**src/rtl/hbe_pkg.sv**
```systemverilog
// Shared types, byte codes and the decimal digit helper for the half-block encoder.
// No dependencies; used by every module of the block.
package hbe_pkg;

	localparam logic [1:0] KIND_CELL  = 2'd0;
	localparam logic [1:0] KIND_START = 2'd1;
	localparam logic [1:0] KIND_END   = 2'd2;

	localparam logic [7:0] CH_ESC   = 8'h1B;
	localparam logic [7:0] CH_LB    = 8'h5B;
	localparam logic [7:0] CH_SEMI  = 8'h3B;
	localparam logic [7:0] CH_ZERO  = 8'h30;
	localparam logic [7:0] CH_TWO   = 8'h32;
	localparam logic [7:0] CH_THREE = 8'h33;
	localparam logic [7:0] CH_FOUR  = 8'h34;
	localparam logic [7:0] CH_FIVE  = 8'h35;
	localparam logic [7:0] CH_EIGHT = 8'h38;
	localparam logic [7:0] CH_M     = 8'h6D;
	localparam logic [7:0] CH_H     = 8'h48;
	localparam logic [7:0] CH_C     = 8'h43;
	localparam logic [7:0] CH_SPACE = 8'h20;
	localparam logic [7:0] GLYPH0   = 8'hE2;
	localparam logic [7:0] GLYPH1   = 8'h96;
	localparam logic [7:0] GLYPH2   = 8'h80;

	localparam int QDEPTH = 4;

	// one request from the front to the byte sequencer
	typedef struct packed {
		logic        is_end;
		logic        pos;
		logic        adv;
		logic [6:0]  row;
		logic [7:0]  col;
		logic [7:0]  skip;
		logic        fch;
		logic        bch;
		logic        eq;
		logic        tc;
		logic [23:0] top;
		logic [23:0] bot;
	} cmd_t;

	typedef struct packed {
		logic [3:0] h;
		logic [3:0] t;
		logic [3:0] o;
		logic [1:0] cnt;
	} dec_t;

	// split a value below 300 into digits; tens by reciprocal multiply
	function automatic dec_t dec3(input logic [8:0] v);
		dec_t       d;
		logic [8:0] r;
		logic [14:0] p;
		logic [6:0] r7;
		logic [6:0] o7;
		d.h = (v >= 9'd200) ? 4'd2 : ((v >= 9'd100) ? 4'd1 : 4'd0);
		r = v - 9'(d.h) * 9'd100;
		r7 = r[6:0];
		p = 15'(r7) * 15'd205;
		d.t = p[14:11];
		o7 = r7 - 7'(d.t) * 7'd10;
		d.o = o7[3:0];
		d.cnt = (d.h != 4'd0) ? 2'd3 : ((d.t != 4'd0) ? 2'd2 : 2'd1);
		return d;
	endfunction

endpackage

```
**src/rtl/hbe_cmd_queue.sv**
```systemverilog
// Short request queue between the front classifier and the byte sequencer.
// Depends on hbe_pkg for the request type and depth.
module hbe_cmd_queue (
	input  logic          clk,
	input  logic          arst_n,
	input  logic          push,
	input  hbe_pkg::cmd_t din,
	output logic          full,
	input  logic          pop,
	output hbe_pkg::cmd_t dout,
	output logic          empty
);
	import hbe_pkg::*;

	localparam int PW = $clog2(QDEPTH);

	cmd_t          slot_q [QDEPTH];
	logic [PW-1:0] wp_q;
	logic [PW-1:0] rp_q;
	logic [PW:0]   cnt_q;

	assign full  = (cnt_q == (PW+1)'(QDEPTH));
	assign empty = (cnt_q == '0);
	assign dout  = slot_q[rp_q];

	always_ff @(posedge clk) begin
		if (push && !full) slot_q[wp_q] <= din;
	end

	always_ff @(posedge clk or negedge arst_n) begin
		if (!arst_n) begin
			wp_q  <= '0;
			rp_q  <= '0;
			cnt_q <= '0;
		end else begin
			if (push && !full) wp_q <= wp_q + 1'b1;
			if (pop && !empty) rp_q <= rp_q + 1'b1;
			cnt_q <= cnt_q + (PW+1)'(push && !full) - (PW+1)'(pop && !empty);
		end
	end
endmodule

```
**config.mk**
```make
export PLATFORM = sky130hd
export DESIGN_NAME = hbe_cmd_queue
export DESIGN_NICKNAME = d
export VERILOG_FILES = /design/src/rtl/hbe_pkg.sv /design/src/rtl/hbe_cmd_queue.sv
export SDC_FILE = /design/constraint.sdc
export NUM_CORES = 1
export LEC_CHECK = 0
export BUFFER_PORTS_ARGS = -buffer_cell sky130_fd_sc_hd__buf_2
export CORE_AREA = 2 2 157 159
export DETAILED_ROUTE_END_ITERATION = 16
export DIE_AREA = 0 0 159 161
export GPL_TIMING_DRIVEN = 0
export PLACE_DENSITY = 0.73
export SYNTH_ARGS = -nofsm -noshare
export SYNTH_HDL_FRONTEND = slang
export SYNTH_SLANG_ARGS = --single-unit
```
**constraint.sdc**
```tcl
create_clock -name clk -period 3.1 [get_ports clk]
set_clock_uncertainty 0.2 [all_clocks]
set_input_delay 0.62 -clock clk [delete_from_list [all_inputs] [get_ports clk]]
set_output_delay 0.62 -clock clk [all_outputs]
set_load 0.02 [all_outputs]
```
---- Word level (Yosys, flattened, before mapping) ----
Memories as Yosys holds them, arrays and structs flattened.
Cells that the tools add are included.
word-level totals
  register bits after elaboration ......... 7
  bits in writable memories ............... 312
  output and inout bits ................... 80
  logic and storage cells ................. 16
  memories ................................ 1
cells by class
  add/subtract/negate cells ............... 4
  eq/ne operators ......................... 1
  multiplexer cells ....................... 2
  reduce and logical (&&, ||, !) cells .... 5
memories
  name    depth  bits a word  read ports  clocked after memory_dff  write ports  line                 text
  slot_q  4      78           1           0                         1            hbe_cmd_queue.sv:17  cmd_t slot_q [QDEPTH];
operator list
  kind                   count
  $add A2 B1 Y2 const B  2
  $add A3 B1 Y3          1
  $eq A3 B3 Y1 const B   1
  $logic_not A3 Y1       1
  $sub A3 B1 Y3          1
  $logic_and A1 B1 Y1    2
  $logic_not A1 Y1       2
  $mux W1                2

---- Logic depth before layout (Yosys ltp) ----
Gate-level depths: netlist of run 1.
  depth in word-level cells ............... 5
  mapped depth ............................ 8
  depth with buffers taken out ............ 8

---- Least setup slack after synthesis of run 1 ----
No wires, ideal clock.
  path kind ............................... register to register
  start ................................... register cnt_q[2]
  end ..................................... memory slot_q[0][0] (netlist name), enable pin
  setup time .............................. 445 ps
  data arrival time ....................... 2605 ps
  required time ........................... 2455 ps
  setup slack ............................. -151 ps
  stages on the path, launching flop included .. 3
  buffers on the path ..................... 0
  period minus slack after synthesis ...... 3251 ps
  cells stage by stage .................... dfrtp_1 nor3b_2 and3b_1
between the ends
  longest elaborated chain between the ends .. 5
RTL lines
  what                           line                 text
  from (decl)                    hbe_cmd_queue.sv:20  logic [PW:0] cnt_q;
  from (signal assigned)         hbe_cmd_queue.sv:38  cnt_q <= cnt_q + (PW+1)'(push && !full) - (PW+1)'(pop && !empty);
  $eq A3 B3 Y1                   hbe_cmd_queue.sv:22  assign full = (cnt_q == (PW+1)'(QDEPTH));
  via full                       hbe_cmd_queue.sv:8   output logic full,
  $logic_not A1 Y1               hbe_cmd_queue.sv:27  if (push && !full) slot_q[wp_q] <= din;
  $logic_and A1 B1 Y1            hbe_cmd_queue.sv:27
  $mux W1                        hbe_cmd_queue.sv:27
  $mux W1 (implied by the code)  hbe_cmd_queue.sv:27
  to (decl)                      hbe_cmd_queue.sv:17
The timed path passes the listed nets, and every way through them passes these cells.

==> results of run 1 <==
layout by cell type (no fill, tap or decap), drive strengths merged:
master,n
fa,1
o31ai,1
and3b,4
diode,1
nor3b,1
nand2b,4
xnor2,4
nand2,1
dlygate4sd3,1
mux4,78
nor3,1
bufinv,3
buf,183
clkbuf,36
clkinv,14
inv,7
nand4bb,2
dfrtp,7
o311ai,1
ha,6
edfxtp,312
o211ai,2
clkinvlp,4
state kept, by name, indices dropped and copies added (netlist names):
name	count
slot_q	312
cnt_q	3
wp_q	2
rp_q	2
power breakdown:
part	switching (mW)	total, mW	internal (mW)
clock	1.50	3.58	2.08
sequential	0.211	5.89	5.68
combinational	2.68	4.70	2.02
layer usage:
| layer | wire (microns) | GRT usage [%] | vias up |
|---|---|---|---|
| met5 | 13 | 0 | - |
| met4 | 473 | 4.01 | 2 |
| met3 | 1200 | 3.72 | 36 |
| met2 | 10700 | 28.5 | 150 |
| met1 | 8470 | 21.6 | 2760 |
| li1 | - | - | 2337 |
critical path, delay by kind of cell, from the launching register on:
family,cells,cell delay [ns]
mux,1,0.35
buf+inv,4,0.87
flops,1,0.31
repair_timing:
action / 4_1_cts / 5_1_grt
endpoints found under the hold margin: 7 / 0
resized for setup: 1 / 0
setup buffers: 0 / 0
hold buffers: 1 / 0
endpoints found under the setup margin: 10 / 0
cell type report:
class / instances / area [sq um] / share of cell area, %
Sequential cell: 319 / 9540 / 67.5
Multi-Input combinational cell: 106 / 2040 / 14.4
Timing Repair Buffer: 166 / 926 / 6.55
Clock buffer: 36 / 795 / 5.62
Tap cell: 324 / 405 / 2.87
Buffer: 18 / 221 / 1.57
Clock inverter: 22 / 191 / 1.35
Inverter: 6 / 22.5 / 0.159
Antenna cell: 1 / 2.50 / 0.0177
metrics by stage:
stage / power (mW) / setup TNS, ns / utilization [%] / instances / hold WS, ns
6_report: 14.2 / 0 / 59.0 / 998 / 0.0759
5_1_grt: 14.8 / 0 / 59.0 / 997 / 0.0566
4_1_cts: 14.4 / 0 / 59.0 / 997 / 0.0540
3_5_place_dp: 10.8 / 0 / 54.9 / 938 / 0.267
3_3_place_gp: 10.6 / -7.79 / 54.3 / 934 / 0.256
2_1_floorplan: 9.23 / 0 / - / 449 / 0.124
kinds of logic after synthesis:
kind of cell    synth area share [%]
flops                           80.8
mux                             14.9
buf+inv                         2.05
simple gates                   0.879
fa+ha+maj                      0.805
compound gates                 0.265
xor+xnor                       0.297
worst min-delay path by stage:
stage / startpoint / endpoint / depth (start not counted)
floorplan: arst_n / cnt_q[0]$_DFF_PN0_ / 0
global placement: arst_n / wp_q[1]$_DFFE_PN0P_ / 1
detailed placement: arst_n / wp_q[1]$_DFFE_PN0P_ / 1
CTS: din[66] / slot_q[1][66]$_DFFE_PP_ / 1
global route: din[67] / slot_q[0][67]$_DFFE_PP_ / 1
finish: din[66] / slot_q[2][66]$_DFFE_PP_ / 1
==> flow_summary.yaml, run 1 <==
logic_synthesis:
  ys_seq_area_share_pct: 80.8
  syn-num-nets: 538
  synth.ff_latch_count: 319
  async_reset_ff_share_pct: 2.19
  synth_top_flop_cell: "edfxtp_1"
  synthTopCellsByArea: "edfxtp_1 (79%), mux4_2 (15%), dfrtp_1 (1.5%)"
  yosys.area.top_type_share_pct: 79.3
  yosysMostFrequentCell: "edfxtp_1"
  synthesis.instances: 449
  synth_edf_count: 312
  synth_common_cells: "edfxtp_1 (312), mux4_2 (78), buf_12 (8), buf_2 (8), dfrtp_1 (7)"
  yosysTopAreaCell: "edfxtp_1"
  netlist_area_sq_um: 11800
  yosysWarnings: 0
  synth.distinct_cells: 20
  avgSynthCellArea_sq_um: 26.3
floorplanning:
  die_h_microns: 161
  dieArea_sq_um: 25600
  core_area_sq_um: 24000
  rows: 57
  ios: 162
  die_width_microns: 159
  start_util_pct: 49.3
grt:
  antenna_found_initial: 2
  track_usage_pct: 16.5
  grt_overflow: 0
  grt_max_degree: 41
  grt_pass1_wl_mm: 32.5
  grt_pass1_vias: 5785
final_layout:
  fillers: 1787
  area_growth_pct: 19.8
  nNetsFinal: 737
  drive_above_1_share_pct: 46.5
  fin_area_sq_um: 14100
timing:
  period_minus_slack_ns: 2.91
  finalSetupViolCount: 0
  rsz0062_at_grt: "false"
  worst_slew_pin_slew_ns: 0.791
  fmax_mhz: 343
  setup_ws_ns: 0.185
  period_share_pct: 94.0
  finalHoldViolCount: 0
  max_slew_margin_pct: 47.3
  drv_slew: 0
power_and_ir_drop:
  powerDensity_nw_per_um2: 1000
  leakage_nw: 4.85
  vdd.ir_drop.worst_mv: 0.697
worst_setup_path:
  worst-r2r-setup-slack_ns: 0.61
  r2r_end: "cnt_q[2]$_DFF_PN0_"
  required_ns: 2.28
  startpoint: "rp_q[1]$_DFFE_PN0P_"
  start_kind: "flip-flop"
  criticalPathCategory: "reg -> out"
  cp_max_fo: 10
  slowest_stage: "mux4_2"
  slowest_delay_ns: 0.35
  cp-endpoint: "dout[57]"
  rr_startpoint: "cnt_q[1]$_DFF_PN0_"
  cp.arrival_ns: 2.09
  path_cells: "buf_2, buf_4, buf_4, mux4_2, buf_2"
  reg2reg_depth: 8
  end_kind: "primary output"
routing:
  avgRoutedWirePerCell_microns: 20.9
  ant_nets: 0
  wl_mm: 20.9
  post-route-drc-count: 0
  drt-pass1-iter-count: 4
  drtIter0Drc: 294
  drt-vias-per-instance: 5.30
  num_vias: 5285
clocking:
  clock_sinks: 319
  h-tree-depth: 1
  insertion_delay_ns: 0.56
  cts_max_path_buffers: 3
  cts-buffers-inserted: 31
  clk_pin_slew_ns: 0.06
  cts-root-buf: "clkbuf_16"
  cts_tree: "done"
run:
  maxCapViolCount: 0
run_status:
  run_status: "finished clean"
placement:
  dp.final_hpwl_mm: 13.1
  place_ws_ns: 0.562
  placed_area_sq_um: 13100
  io_buffers: 161
  gp_congestion: 0.714
hold_path:
  min_path_type: "in -> reg"
No activity file was read; power rests on OpenSTA's default activity.
==> run 2: changes to the inputs <==
--- a/config.mk
+++ b/config.mk
@@ -11,6 +11,7 @@
 export DIE_AREA = 0 0 159 161
 export GPL_TIMING_DRIVEN = 0
 export PLACE_DENSITY = 0.73
+export REMOVE_ABC_BUFFERS = 1
 export SYNTH_ARGS = -nofsm -noshare
 export SYNTH_HDL_FRONTEND = slang
 export SYNTH_SLANG_ARGS = --single-unit
==> run 2 against run 1 <==
  * Sequential share of layout area up 0.13 points
  * Combinational power fell by 3%
  * Cell area down 0.11%
  * Critical path depth down 2
  * Routed wire length is 1.0% higher
  * Fmax up 0.18%
  * Critical path type unchanged
  * Largest cell class unchanged
==> flow_summary.yaml, run 2 (same netlist as run 1, synthesis figures left out) <==
run_status:
  run_status: "finished clean"
routing:
  num_vias: 5261
  post-route-drc-count: 0
  drt-vias-per-instance: 5.34
  drtIter0Drc: 323
  wl_mm: 21.1
  ant_nets: 0
  avgRoutedWirePerCell_microns: 21.4
  drt-pass1-iter-count: 4
worst_setup_path:
  end_kind: "primary output"
  crit_buf_inv: 2
  slowest_delay_ns: 0.51
  cp_max_fo: 21
  startpoint: "rp_q[0]$_DFFE_PN0P_"
  cp_top_family: "buffers and inverters"
  rr_startpoint: "cnt_q[0]$_DFF_PN0_"
  start_kind: "flip-flop"
  criticalPathCategory: "reg -> out"
  required_ns: 2.28
  path_cells: "bufbuf_16, mux4_2, buf_2"
  slowest_stage: "mux4_2"
  cp.arrival_ns: 2.09
timing:
  period_minus_slack_ns: 2.91
  tns_ns: 0
  period_share_pct: 93.9
  finalSetupViolCount: 0
  worst_slew_pin_slew_ns: 0.741
  fmax_mhz: 344
  max_slew_margin_pct: 50.6
  drv_slew: 0
  rsz0062_at_grt: "false"
  finalHoldViolCount: 0
grt:
  grt_pass1_vias: 5794
  track_usage_pct: 16.5
  grt_pass1_wl_mm: 32.5
  grt_util_met3_pct: 3.78
  grt_overflow: 0
  grt_max_degree: 49
  antenna_found_initial: 1
  grt-busiest-layer: "met2"
  grt_use_met1_pct: 21.7
  gr-usage-met2_pct: 28.6
final_layout:
  layout_commonest_cell: "edfxtp_1"
  largest_registers: "slot_q (312), cnt_q (3)"
  antenna-diode-count: 0
  drive_above_1_share_pct: 46.4
  post-route-util_pct: 59.0
  largest_reg_flops: 312
  fin_cells: 986
  nNetsFinal: 727
  regMostFlops: "slot_q"
  fin_area_sq_um: 14100
  area_growth_pct: 19.7
  final_cell_mix: "edfxtp_1 (312), buf_2 (161), mux4_2 (78)"
clocking:
  cts_repair_resize_count: 0
  cts-buffers-inserted: 31
  cts_tree: "done"
  clock_sinks: 319
  cts-root-buf: "clkbuf_16"
  clk_pin_slew_ns: 0.06
  cts_max_path_buffers: 3
  insertion_delay_ns: 0.53
  h-tree-depth: 1
power_and_ir_drop:
  seqPwrFrac_pct: 42.2
  leakage_nw: 4.84
  powerDensity_nw_per_um2: 1010
  fin_total_pwr_mw: 14.2
  pwr-share-comb_pct: 32.0
  p_switching_mw: 4.39
  p_sw_share_pct: 30.9
  power.internal_mw: 9.82
  vdd.ir_drop.worst_mv: 0.556
  p_clk_share_pct: 25.8
hold_path:
  min_path_type: "in -> reg"
  worst_hold_startpoint: "din[34]"
placement:
  dp.final_hpwl_mm: 11.9
  gp_congestion: 0.683
  io_buffers: 161
  placed_area_sq_um: 13000
  dp_cells: 922
run:
  maxCapViolCount: 0
floorplanning:
  start_util_pct: 49.3
  die_width_microns: 159
  die_h_microns: 161
  rows: 57
  ios: 162
  dieArea_sq_um: 25600
  core_area_sq_um: 24000
run 2: final timing paths:
check	endpoint	slack [ns]	cells past startpoint
setup / recovery	dout[6]	0.19	3
hold / removal	slot_q[3][34]$_DFFE_PP_	0.1	1
setup reg to reg	cnt_q[2]$_DFF_PN0_	0.66	8
hold reg to reg	wp_q[1]$_DFFE_PN0P_	0.40	2
max in group asynchronous	rp_q[1]$_DFFE_PN0P_	2.26	2
min in group asynchronous	cnt_q[2]$_DFF_PN0_	0.25	2
run 2: worst reg2reg max path, cell delays in order, from the launching register on:
cell and delay [ns]:
dfrtp_1 0.46, o31ai_1 0.37, inv_1 0.09, ha_1 0.28, inv_1 0.04, ha_1 0.20, fa_1 0.41, xnor2_1 0.18
xnor2_1 0.14
run 2: repair_timing:
| action | 4_1_cts | 5_1_grt |
|---|---|---|
| setup endpoints to repair | 78 | 0 |
| hold endpoints to repair | 7 | 0 |
| hold buffers | 1 | 0 |
| setup buffers | 5 | 0 |
run 2: stage by stage:
stage | worst slack (ns) | hold WS (ns)
finish | 0.190 | 0.0977
global route | 0.0910 | 0.0698
CTS | 0.137 | 0.0701
detailed placement | 0.124 | 0.268
global placement | -2.93 | 0.253
floorplan | -1.56 | 0.124
run 2: cell type report:
| cell class | instances | area, sq um |
|---|---|---|
| Clock buffer | 33 | 783 |
| Clock inverter | 24 | 233 |
| Fill cell | 1744 | 9830 |
| Inverter | 6 | 22.5 |
| Multi-Input combinational cell | 106 | 2040 |
| Sequential cell | 319 | 9550 |
| Tap cell | 324 | 405 |
| Timing Repair Buffer | 174 | 1100 |
run 2: power groups by stage:
stage               Sequential, mW  Combinational (mW)  Clock (mW)
finish                        5.99                4.55        3.67
global route                  6.06                4.88        3.91
CTS                           6.00                4.68        3.74
detailed placement            6.27                4.24           0
global placement              6.52                3.67           0
floorplan                     6.33                2.76           0
run 2: routing by layer:
layer | vias to the layer above | part of all wire, %
li1 | 2318 | -
met1 | 2760 | 41
met2 | 156 | 51
met3 | 25 | 6.9
met4 | 2 | 1.2
met5 | - | 0.062
