--- config.mk ---
export PLATFORM = sky130hd
export DESIGN_NAME = hbe_back
export DESIGN_NICKNAME = d
export VERILOG_FILES = /design/src/rtl/hbe_pkg.sv /design/src/rtl/hbe_back.sv
export SDC_FILE = /design/constraint.sdc
export NUM_CORES = 1
export LEC_CHECK = 0
export BUFFER_PORTS_ARGS = -buffer_cell sky130_fd_sc_hd__buf_2
export CELL_PAD_IN_SITES_DETAIL_PLACEMENT = 0
export CELL_PAD_IN_SITES_GLOBAL_PLACEMENT = 1
export CORE_MARGIN = 2
export CORE_UTILIZATION = 50
export DETAILED_ROUTE_END_ITERATION = 7
export PLACE_DENSITY = 0.9
export SLEW_MARGIN = 20
export SYNTH_ARGS = -nofsm -noshare
export SYNTH_HDL_FRONTEND = slang
export SYNTH_SLANG_ARGS = --single-unit
--- constraint.sdc ---
create_clock -name clk -period 13.9 [get_ports clk]
set_input_delay 0.695 -clock clk [delete_from_list [all_inputs] [get_ports clk]]
set_output_delay 0.695 -clock clk [all_outputs]
set_load 0.02 [all_outputs]
--- src/rtl/hbe_pkg.sv ---
// Shared types, byte codes and the decimal digit helper for the half-block encoder.
// No dependencies; used by every module of the block.
package hbe_pkg;

	localparam logic [1:0] KIND_CELL  = 2'd0;
	localparam logic [1:0] KIND_START = 2'd1;
	localparam logic [1:0] KIND_END   = 2'd2;

	localparam logic [7:0] CH_ESC   = 8'h1B;
	localparam logic [7:0] CH_LB    = 8'h5B;
	localparam logic [7:0] CH_SEMI  = 8'h3B;
	localparam logic [7:0] CH_ZERO  = 8'h30;
	localparam logic [7:0] CH_TWO   = 8'h32;
	localparam logic [7:0] CH_THREE = 8'h33;
	localparam logic [7:0] CH_FOUR  = 8'h34;
	localparam logic [7:0] CH_FIVE  = 8'h35;
	localparam logic [7:0] CH_EIGHT = 8'h38;
	localparam logic [7:0] CH_M     = 8'h6D;
	localparam logic [7:0] CH_H     = 8'h48;
	localparam logic [7:0] CH_C     = 8'h43;
	localparam logic [7:0] CH_SPACE = 8'h20;
	localparam logic [7:0] GLYPH0   = 8'hE2;
	localparam logic [7:0] GLYPH1   = 8'h96;
	localparam logic [7:0] GLYPH2   = 8'h80;

	localparam int QDEPTH = 4;

	// one request from the front to the byte sequencer
	typedef struct packed {
		logic        is_end;
		logic        pos;
		logic        adv;
		logic [6:0]  row;
		logic [7:0]  col;
		logic [7:0]  skip;
		logic        fch;
		logic        bch;
		logic        eq;
		logic        tc;
		logic [23:0] top;
		logic [23:0] bot;
	} cmd_t;

	typedef struct packed {
		logic [3:0] h;
		logic [3:0] t;
		logic [3:0] o;
		logic [1:0] cnt;
	} dec_t;

	// split a value below 300 into digits; tens by reciprocal multiply
	function automatic dec_t dec3(input logic [8:0] v);
		dec_t       d;
		logic [8:0] r;
		logic [14:0] p;
		logic [6:0] r7;
		logic [6:0] o7;
		d.h = (v >= 9'd200) ? 4'd2 : ((v >= 9'd100) ? 4'd1 : 4'd0);
		r = v - 9'(d.h) * 9'd100;
		r7 = r[6:0];
		p = 15'(r7) * 15'd205;
		d.t = p[14:11];
		o7 = r7 - 7'(d.t) * 7'd10;
		d.o = o7[3:0];
		d.cnt = (d.h != 4'd0) ? 2'd3 : ((d.t != 4'd0) ? 2'd2 : 2'd1);
		return d;
	endfunction

endpackage

--- src/rtl/hbe_back.sv ---
// Back part: walks one request through its escape sequences into the output register,
// one byte per cycle while the waiting byte is popped. Depends on hbe_pkg.
module hbe_back (
	input  logic          clk,
	input  logic          arst_n,
	input  logic          cmd_empty,
	input  hbe_pkg::cmd_t cmd,
	output logic          cmd_pop,
	output logic [7:0]    out_byte,
	output logic          last,
	output logic          empty,
	input  logic          pop
);
	import hbe_pkg::*;

	localparam logic [4:0] S_IDLE  = 5'd0;
	localparam logic [4:0] S_E_ESC = 5'd1;
	localparam logic [4:0] S_E_LB  = 5'd2;
	localparam logic [4:0] S_E_0   = 5'd3;
	localparam logic [4:0] S_E_M   = 5'd4;
	localparam logic [4:0] S_P_ESC = 5'd5;
	localparam logic [4:0] S_P_LB  = 5'd6;
	localparam logic [4:0] S_P_SEM = 5'd7;
	localparam logic [4:0] S_P_H   = 5'd8;
	localparam logic [4:0] S_A_ESC = 5'd9;
	localparam logic [4:0] S_A_LB  = 5'd10;
	localparam logic [4:0] S_A_C   = 5'd11;
	localparam logic [4:0] S_G_ESC = 5'd12;
	localparam logic [4:0] S_G_LB  = 5'd13;
	localparam logic [4:0] S_G_SEP = 5'd14;
	localparam logic [4:0] S_G_M   = 5'd15;
	localparam logic [4:0] S_C_LD  = 5'd16;
	localparam logic [4:0] S_C_8   = 5'd17;
	localparam logic [4:0] S_C_S1  = 5'd18;
	localparam logic [4:0] S_C_MD  = 5'd19;
	localparam logic [4:0] S_C_S2  = 5'd20;
	localparam logic [4:0] S_C_S3  = 5'd21;
	localparam logic [4:0] S_C_S4  = 5'd22;
	localparam logic [4:0] S_SP    = 5'd23;
	localparam logic [4:0] S_B0    = 5'd24;
	localparam logic [4:0] S_B1    = 5'd25;
	localparam logic [4:0] S_B2    = 5'd26;
	localparam logic [4:0] S_NUM   = 5'd27;

	cmd_t       cur_q;
	logic [4:0] st_q, ret_q;
	logic       wbg_q;
	dec_t       dig_q;
	logic       oval_q;
	logic [7:0] obyte_q;
	logic       olast_q;

	logic       adv;
	logic [4:0] st_d, ret_d, glyph_st, after_pfx, after_col;
	logic       wbg_d;
	logic       emit;
	logic [7:0] byte_c;
	logic       num_ld;
	logic [8:0] num_v;
	logic [23:0] colv;
	dec_t       dec_c;
	logic [3:0] dsel;

	assign adv   = !oval_q || pop;
	assign empty = !oval_q;
	assign out_byte = obyte_q;
	assign last  = olast_q;

	assign colv      = wbg_q ? cur_q.bot : cur_q.top;
	assign glyph_st  = cur_q.eq ? S_SP : S_B0;
	assign after_pfx = (cur_q.fch || cur_q.bch) ? S_G_ESC : glyph_st;
	assign after_col = (!wbg_q && cur_q.bch) ? S_G_SEP : S_G_M;
	assign dec_c     = dec3(num_v);
	assign dsel      = (dig_q.cnt == 2'd3) ? dig_q.h : ((dig_q.cnt == 2'd2) ? dig_q.t : dig_q.o);
	assign cmd_pop   = adv && (st_q == S_IDLE) && !cmd_empty;

	always_comb begin
		st_d   = st_q;
		ret_d  = ret_q;
		wbg_d  = wbg_q;
		emit   = 1'b1;
		byte_c = CH_ESC;
		num_ld = 1'b0;
		num_v  = '0;
		case (st_q)
			S_IDLE: begin
				emit = 1'b0;
				if (!cmd_empty) begin
					if (cmd.is_end) st_d = S_E_ESC;
					else if (cmd.pos) st_d = S_P_ESC;
					else if (cmd.adv) st_d = S_A_ESC;
					else if (cmd.fch || cmd.bch) st_d = S_G_ESC;
					else st_d = cmd.eq ? S_SP : S_B0;
				end
			end
			S_E_ESC: st_d = S_E_LB;
			S_E_LB: begin
				byte_c = CH_LB;
				st_d = S_E_0;
			end
			S_E_0: begin
				byte_c = CH_ZERO;
				st_d = S_E_M;
			end
			S_E_M: begin
				byte_c = CH_M;
				st_d = S_IDLE;
			end
			S_P_ESC: st_d = S_P_LB;
			S_P_LB: begin
				byte_c = CH_LB;
				num_ld = 1'b1;
				num_v  = 9'(cur_q.row) + 9'd1;
				st_d   = S_NUM;
				ret_d  = S_P_SEM;
			end
			S_P_SEM: begin
				byte_c = CH_SEMI;
				num_ld = 1'b1;
				num_v  = 9'(cur_q.col) + 9'd1;
				st_d   = S_NUM;
				ret_d  = S_P_H;
			end
			S_P_H: begin
				byte_c = CH_H;
				st_d = after_pfx;
			end
			S_A_ESC: st_d = S_A_LB;
			S_A_LB: begin
				byte_c = CH_LB;
				if (cur_q.skip != 8'd1) begin
					num_ld = 1'b1;
					num_v  = 9'(cur_q.skip);
					st_d   = S_NUM;
					ret_d  = S_A_C;
				end else begin
					st_d = S_A_C;
				end
			end
			S_A_C: begin
				byte_c = CH_C;
				st_d = after_pfx;
			end
			S_G_ESC: st_d = S_G_LB;
			S_G_LB: begin
				byte_c = CH_LB;
				wbg_d = !cur_q.fch;
				st_d = S_C_LD;
			end
			S_G_SEP: begin
				byte_c = CH_SEMI;
				wbg_d = 1'b1;
				st_d = S_C_LD;
			end
			S_G_M: begin
				byte_c = CH_M;
				st_d = glyph_st;
			end
			S_C_LD: begin
				byte_c = wbg_q ? CH_FOUR : CH_THREE;
				st_d = S_C_8;
			end
			S_C_8: begin
				byte_c = CH_EIGHT;
				st_d = S_C_S1;
			end
			S_C_S1: begin
				byte_c = CH_SEMI;
				st_d = S_C_MD;
			end
			S_C_MD: begin
				byte_c = cur_q.tc ? CH_TWO : CH_FIVE;
				st_d = S_C_S2;
			end
			S_C_S2: begin
				byte_c = CH_SEMI;
				num_ld = 1'b1;
				num_v  = 9'(colv[7:0]);
				st_d   = S_NUM;
				ret_d  = cur_q.tc ? S_C_S3 : after_col;
			end
			S_C_S3: begin
				byte_c = CH_SEMI;
				num_ld = 1'b1;
				num_v  = 9'(colv[15:8]);
				st_d   = S_NUM;
				ret_d  = S_C_S4;
			end
			S_C_S4: begin
				byte_c = CH_SEMI;
				num_ld = 1'b1;
				num_v  = 9'(colv[23:16]);
				st_d   = S_NUM;
				ret_d  = after_col;
			end
			S_SP: begin
				byte_c = CH_SPACE;
				st_d = S_IDLE;
			end
			S_B0: begin
				byte_c = GLYPH0;
				st_d = S_B1;
			end
			S_B1: begin
				byte_c = GLYPH1;
				st_d = S_B2;
			end
			S_B2: begin
				byte_c = GLYPH2;
				st_d = S_IDLE;
			end
			S_NUM: begin
				byte_c = CH_ZERO + 8'(dsel);
				if (dig_q.cnt == 2'd1) st_d = ret_q;
			end
			default: begin
				emit = 1'b0;
				st_d = S_IDLE;
			end
		endcase
	end

	always_ff @(posedge clk) begin
		if (adv) begin
			if (cmd_pop) cur_q <= cmd;
			if (emit) begin
				obyte_q <= byte_c;
				olast_q <= (st_q == S_E_M) || (st_q == S_SP) || (st_q == S_B2);
			end
			if (num_ld) dig_q <= dec_c;
			else if (st_q == S_NUM) dig_q.cnt <= dig_q.cnt - 2'd1;
			ret_q <= ret_d;
			wbg_q <= wbg_d;
		end
	end

	always_ff @(posedge clk or negedge arst_n) begin
		if (!arst_n) begin
			st_q   <= S_IDLE;
			oval_q <= 1'b0;
		end else if (adv) begin
			st_q   <= st_d;
			oval_q <= emit;
		end
	end
endmodule

Word-level counts from Yosys, hierarchy flattened
Cells that the tools add are included.

Register bits after elaboration: 110. Logic and storage cells: 129.

Add/subtract/negate cells: 6. Multiply operators: 3. $lt $le $gt $ge: 2. Equal/unequal tests: 34. Mux-type cells: 33. Reductions and logical operators: 32.

Operator list (count): $pmux 8 s14 (1); $pmux 5 s19 (1); $eq 5x5->1 const B (12); $pmux 9 s6 (1); $mux 5 (10); $eq 5x4->1 const B (8); $pmux 5 s6 (1); $reduce_or 27->1 (1); $mux 24 (1); $eq 5x3->1 const B (4); $mux 4 (4); $mul 7x8->15 const B (1); $eq 5x2->1 const B (2); $mux 2 (5); $reduce_and 2->1 (5); $add 8x1->9 const B (1); $ge 9x7->1 const B (1); $ge 9x8->1 const B (1); $add 7x1->8 const B (1); $mux 8 (1); $ne 8x1->1 const B (1); $reduce_bool 4->1 (2); $add 6x4->7 const A (1); $sub 7x7->7 (1); 22 further kinds (43).

Logic depth before layout (Yosys ltp)
Gate-level depths: netlist (run 1).

Depth in word-level cells: 13. Gate-level depth with buffers: 37.

Worst setup path before layout (run 1)
No wires, ideal clock.

Path kind: reg2reg. Start point: reg st_q[0]. End point: reg cur_q[0] in the netlist's numbering (enable). Arrival time: 6.653 ns. Required time: 13.299 ns. Slack: 6.646 ns. Stages on the path, launching flop included: 6. Buffers on the path: 2. Period minus slack after synthesis: 7.254 ns. Cell sequence: dfrtp_1 > buf_4 > clkbuf_1 > or2_2 > or4_1 > nor3_1.

Word-level cells in the longest chain between the ends: 4.

RTL lines: from (decl) (line hbe_back.sv:46) `logic [4:0] st_q, ret_q;`; from (signal assigned) (line hbe_back.sv:242) `st_q <= st_d;`; $logic_not 5->1 (line hbe_back.sv:75) `assign cmd_pop = adv && (st_q == S_IDLE) && !cmd_empty;`; $logic_and 1x1->1 (2 in series) (line hbe_back.sv:75); $reduce_and 2->1 (no line); to (signal assigned) (line hbe_back.sv:225) `if (cmd_pop) cur_q <= cmd;`; to (decl) (line hbe_back.sv:45) `cmd_t cur_q;`.

Every way passes these cells. A chain may end at the register's enable or synchronous reset.

==> impl_metrics.ini, run 1 <==
[detailed_routing]
drt-wirelength-per-cell_um = 17.12
dr.pass1.iters = 5
drt-total-wl_um = 14980
route.met3.wl_um = 842
top_layer = met4
vias_per_cell = 5.775
wl_met2_um = 7328
wl_met1_um = 6474
drcViolationCount = 0
drt_iter0_drc = 446
antenna_left = 0
num_vias = 5053

[sta]
fin_skew_ns = 0.007519
slew_headroom = 0.3501
hold_viol_final = 0
post-route-period-util = 0.5935
fmaxAchievable_mhz = 121.2
rsz0062_at_grt = no
setup_slack_ns = 5.651
tightest_slew_ns = 0.9617
setup_tns_ns = 0
setup_violations = 0
min_period_ns = 8.249
finalMaxSlewViolations = 0

[synthesis]
synth_flop_cell = edfxtp_1
synthesis.instances = 615
synth.cell_area_um2 = 6664
ys_seq_elements = 108
ys_seq_area_frac = 0.4822
ys_types = 68
yosys_warnings = 0
syn-num-nets = 748
syn_area_per_cell_um2 = 10.84
synth_edf_count = 102
synthArstFlopShare = 0.05556

[worst_setup_path]
endpoint = dig_q[5]
critPathLaunch = st_q[2]
reg2reg_depth = 35
start_kind = register
worst_path_most_repeated_cell = ha_1
cp.arrival_ns = 8.45
rrSetupSlack_ns = 5.65
r2r-end = dig_q[5]
crit_path_end_kind = register
required_ns = 14.10
worstReg2RegStart = st_q[2]
worstSetupPathType = reg2reg
crit_fanout = 35
critical_path.max_stage_delay_ns = 0.88
crit_path_top_delay_cell = nor4bb_1

[placed_design]
numPortBuffers = 92
placed_area_um2 = 7249
dp_slack_ns = 5.814
gp_congestion = 0.9276
place_hpwl_um = 11250

[grt]
antenna_found_initial = 0
grt_pass1_vias = 5047
grt_overflow = 0
track_usage = 0.2189
grt_pass1_wl_um = 24710
grt_max_degree = 76

[layout]
fillers = 1157
final_nets = 828
drive_gt1_frac = 0.2031
fin_area_um2 = 7527
antenna_cells = 0
post-route-util = 0.5730
syn_to_final_growth_pct = 12.96

[power_and_ir_drop]
peakVddDrop_v = 0.00008483
powerDensity_nw_per_um2 = 185.5
leakage_nw = 3.144

[die]
dieArea_um2 = 14270
chipWidth_um = 119.4
start_util = 0.5072
io_pins = 93
core-area_um2 = 13140
num_rows = 42
die_h_um = 119.4

[flow_run]
cap_violations = 0

[clocking]
cts-root-buf = clkbuf_16
cts_resized = 0
cts_buffers = 9
clock-sinks = 108
post_cts_buffers = 0
cts.path.max_buffers = 2
clock_latency_ns = 0.35
cts_tree = built
cts.hold.buffers_added = 0
h-tree-depth = 3
cts.clk_slew.worst_paths_ns = 0.07

[run_status]
status = completed

[hold_path]
hp-class = in2async
-- flip-flops by register name, summed over array words and instances (netlist names) --
name / cells
cur_q: 75
dig_q: 12
out_byte: 8
ret_q: 5
st_q: 5
last: 1
oval_q: 1
wbg_q: 1
-- synthesized netlist by cell type (all sizes together), types with 10 or more instances --
master | instances | area (µm²)
buf | 16 | 100.1
a21oi | 29 | 145.1
clkbuf | 14 | 52.55
nor2 | 47 | 176.4
nand3 | 37 | 185.2
o21ai | 30 | 150.1
nor3 | 14 | 70.07
mux2 | 12 | 135.1
ha | 41 | 513.0
inv | 46 | 172.7
edfxtp | 102 | 3063
fa | 10 | 200.2
xnor2 | 11 | 96.34
mux2i | 20 | 200.2
nand2 | 49 | 193.9
-- worst min-delay path by stage --
stage / slack [ns] / end / cells after the start
after floorplan: 0.40 / oval_q / 0
final: 0.17 / st_q[3] / 1
after global placement: 0.54 / st_q[1] / 1
after detailed placement: 0.54 / st_q[1] / 1
after global routing: 0.16 / oval_q / 1
after CTS: 0.16 / st_q[0] / 1
-- logic make-up (layout without fill, tap and decap cells) --
logic type / Yosys count / after routing / share of synthesized area
AND/OR/NAND/NOR: 201 / 201 / 0.1568
adder cells (fa/ha/maj): 51 / 51 / 0.1070
AO/OA/AOI/OAI: 128 / 128 / 0.1299
buffers and inverters: 76 / 160 / 0.04882
multiplexers: 32 / 32 / 0.05032
flip-flops: 108 / 108 / 0.4822
XOR/XNOR: 19 / 19 / 0.02497
-- through the flow --
step	total power, mW	hold slack [ns]	cells
final	1.397	0.1695	875
after global routing	1.503	0.1638	875
after CTS	1.396	0.1639	875
after detailed placement	1.156	0.5445	860
after global placement	1.124	0.5383	860
after floorplan	0.9905	0.3994	615
-- area by class of cell --
class	count	area, µm²	area share
flip-flops and latches	108	3213	0.4269
multi-input cells	431	3136	0.4166
repair buffers	99	513.0	0.06815
clock buffers	9	225.2	0.02992
well taps	176	220.2	0.02926
inverters	46	172.7	0.02294
clock inverters	6	47.55	0.006316
-- worst max-delay path, delay by kind of cell (launching register included) --
family	cells	cell delay (ns)
buffers and inverters	4	0.47
flip-flops	1	0.32
AND/OR/NAND/NOR	8	1.87
XOR/XNOR	3	0.72
AO/OA/AOI/OAI	12	2.03
adder cells (fa/ha/maj)	8	2.64
-- layout by cell type (no fill, tap or decap), types with 13 or more instances in the layout --
cell / netlist / routed
nand3_1: 37 / 37
edfxtp_1: 102 / 102
nand2_1: 47 / 47
nor3_1: 14 / 13
o21ai_0: 30 / 30
ha_1: 41 / 41
mux2i_1: 20 / 20
a21oi_1: 29 / 29
nor2_1: 47 / 47
inv_1: 45 / 45
buf_2: 5 / 92
-- power breakdown --
group / switching (mW) / leakage (nW) / internal, mW
registers: 0.0194 / 1.01 / 0.443
clock network: 0.113 / 0.134 / 0.122
logic: 0.439 / 2.00 / 0.260
-- layer usage --
metal / up-vias / global-route usage
met5: - / 0
met4: 0 / 0.07353
met3: 27 / 0.04789
met2: 173 / 0.3604
met1: 2403 / 0.2878
li1: 2450 / -
No activity file was read; power rests on OpenSTA's default activity.
==> run 2: changes to the inputs <==
--- a/config.mk
+++ b/config.mk
@@ -9,9 +9,9 @@
 export CELL_PAD_IN_SITES_DETAIL_PLACEMENT = 0
 export CELL_PAD_IN_SITES_GLOBAL_PLACEMENT = 1
 export CORE_MARGIN = 2
-export CORE_UTILIZATION = 50
+export CORE_UTILIZATION = 42
 export DETAILED_ROUTE_END_ITERATION = 7
-export PLACE_DENSITY = 0.9
+export PLACE_DENSITY = 0.81
 export SLEW_MARGIN = 20
 export SYNTH_ARGS = -nofsm -noshare
 export SYNTH_HDL_FRONTEND = slang
==> constraint.sdc (replaced) <==
create_clock -name clk -period 6.8 [get_ports clk]
set_input_delay 0.34 -clock clk [delete_from_list [all_inputs] [get_ports clk]]
set_output_delay 0.34 -clock clk [all_outputs]
set_load 0.02 [all_outputs]
==> impl_metrics.ini, run 2 (synthesis results as in run 1) <==
[grt]
antenna_found_initial = 0
grt_pass1_wl_um = 27240
grt_max_degree = 76
grt_overflow = 0
grt_pass1_vias = 5503
track_usage = 0.2092

[worst_setup_path]
cp.arrival_ns = 7.51
crit_fanout = 7
worstReg2RegStart = st_q[3]
endpoint = dig_q[5]
worst_path_most_repeated_cell = buf_4
rrSetupSlack_ns = -0.52
required_ns = 6.99
critPathLaunch = st_q[3]
reg2reg_depth = 36
start_kind = register
critical_path.max_stage_delay_ns = 0.53
worstSetupPathType = reg2reg
crit_path_end_kind = register
crit_path_top_delay_cell = fa_2
r2r-end = dig_q[5]

[run_status]
violations = negative setup slack
status = finished, violations left

[die]
start_util = 0.4241
core-area_um2 = 15710
num_rows = 46
chipWidth_um = 130.0
io_pins = 93
dieArea_um2 = 16890
die_h_um = 130.0

[detailed_routing]
drcViolationCount = 0
num_vias = 5462
dr.pass1.iters = 5
drt_iter0_drc = 450
drt-total-wl_um = 17100
antenna_left = 0
drt-wirelength-per-cell_um = 16.78
vias_per_cell = 5.360

[power_and_ir_drop]
powerDensity_nw_per_um2 = 379.0
peakVddDrop_v = 0.0001805
finalPower_mw = 3.350
leakage_nw = 3.754

[sta]
tightest_slew_ns = 0.9413
setup_violations = 3
fin_skew_ns = 0.01679
min_period_ns = 7.317
finalMaxSlewViolations = 0
slew_headroom = 0.3724
post-route-period-util = 1.076
setup_slack_ns = -0.5171
rsz0062_at_grt = yes
fin_hold_ws_ns = 0.1455
setup_tns_ns = -0.6924
hold_viol_final = 0
fmaxAchievable_mhz = 136.7

[placed_design]
gp_congestion = 0.9464
placed_area_um2 = 7893
place_inst = 967
dp_slack_ns = -0.6872
place_hpwl_um = 12600
numPortBuffers = 92

[flow_run]
cap_violations = 0

[clocking]
clock-sinks = 108
cts_buffers = 9
cts-root-buf = clkbuf_16
cts.clk_slew.worst_paths_ns = 0.08
h-tree-depth = 3
clock_latency_ns = 0.36
cts_tree = built
cts.path.max_buffers = 2

[layout]
final_nets = 931
largest_reg_flops = 75
fillers = 1319
fin_area_um2 = 8838
regMostFlops = cur_q
drive_gt1_frac = 0.3848
instances_no_fill = 1019
mostFrequentLayoutCells = buf_4, edfxtp_1, buf_2
syn_to_final_growth_pct = 32.63
final_common_cell = buf_4
antenna_cells = 0
post-route-util = 0.5625

[hold_path]
hp-class = in2reg
run 2: layer usage:
layer / part of all wire / global-route usage / vias to the layer above
met4: 0.025 / 0.07590 / 0
met2: 0.50 / 0.3585 / 159
met3: 0.043 / 0.03813 / 36
li1: - / - / 2655
met5: 0 / 0 / -
met1: 0.43 / 0.2660 / 2612
run 2: cell type report:
class | instances | area, µm² | area share
Clock buffer | 9 | 225.2 | 0.02548
Clock inverter | 7 | 67.56 | 0.007644
Inverter | 46 | 172.7 | 0.01954
Multi-Input combinational cell | 431 | 3557 | 0.4025
Sequential cell | 108 | 3213 | 0.3635
Tap cell | 216 | 270.3 | 0.03058
Timing Repair Buffer | 202 | 1333 | 0.1508
run 2: how the worst min path moves through the flow:
stage	endpoint	slack, ns	cells after the start	start
detailed placement	st_q[3]	0.21	1	arst_n
global route	cur_q[7]	0.13	1	cmd[7]
global placement	st_q[1]	0.20	1	arst_n
floorplan	oval_q	0.04	0	arst_n
CTS	cur_q[7]	0.13	1	cmd[7]
finish	cur_q[7]	0.15	1	cmd[7]
run 2: power breakdown:
part | total (mW) | switching, mW | internal [mW]
logic | 1.88 | 1.05 | 0.830
clock network | 0.514 | 0.257 | 0.258
registers | 0.958 | 0.0525 | 0.905
total | 3.35 | 1.36 | 1.99
run 2: repair_timing:
action                                 4_1_cts  5_1_grt
endpoints found under the hold margin        6        0
gates resized for setup                     44       32
pin swaps                                   38       36
gates cloned                                 1        0
buffers inserted                            30        8
hold buffers                                 1        0
setup endpoints to repair                    6        7
run 2: worst max-delay path, delay by kind of cell, from the launching register on:
family,cells,cell delay [ns]
buf+inv,8,0.84
flops,1,0.40
xor+xnor,2,0.56
simple gates,6,1.18
compound gates,12,1.65
fa+ha+maj,8,2.52
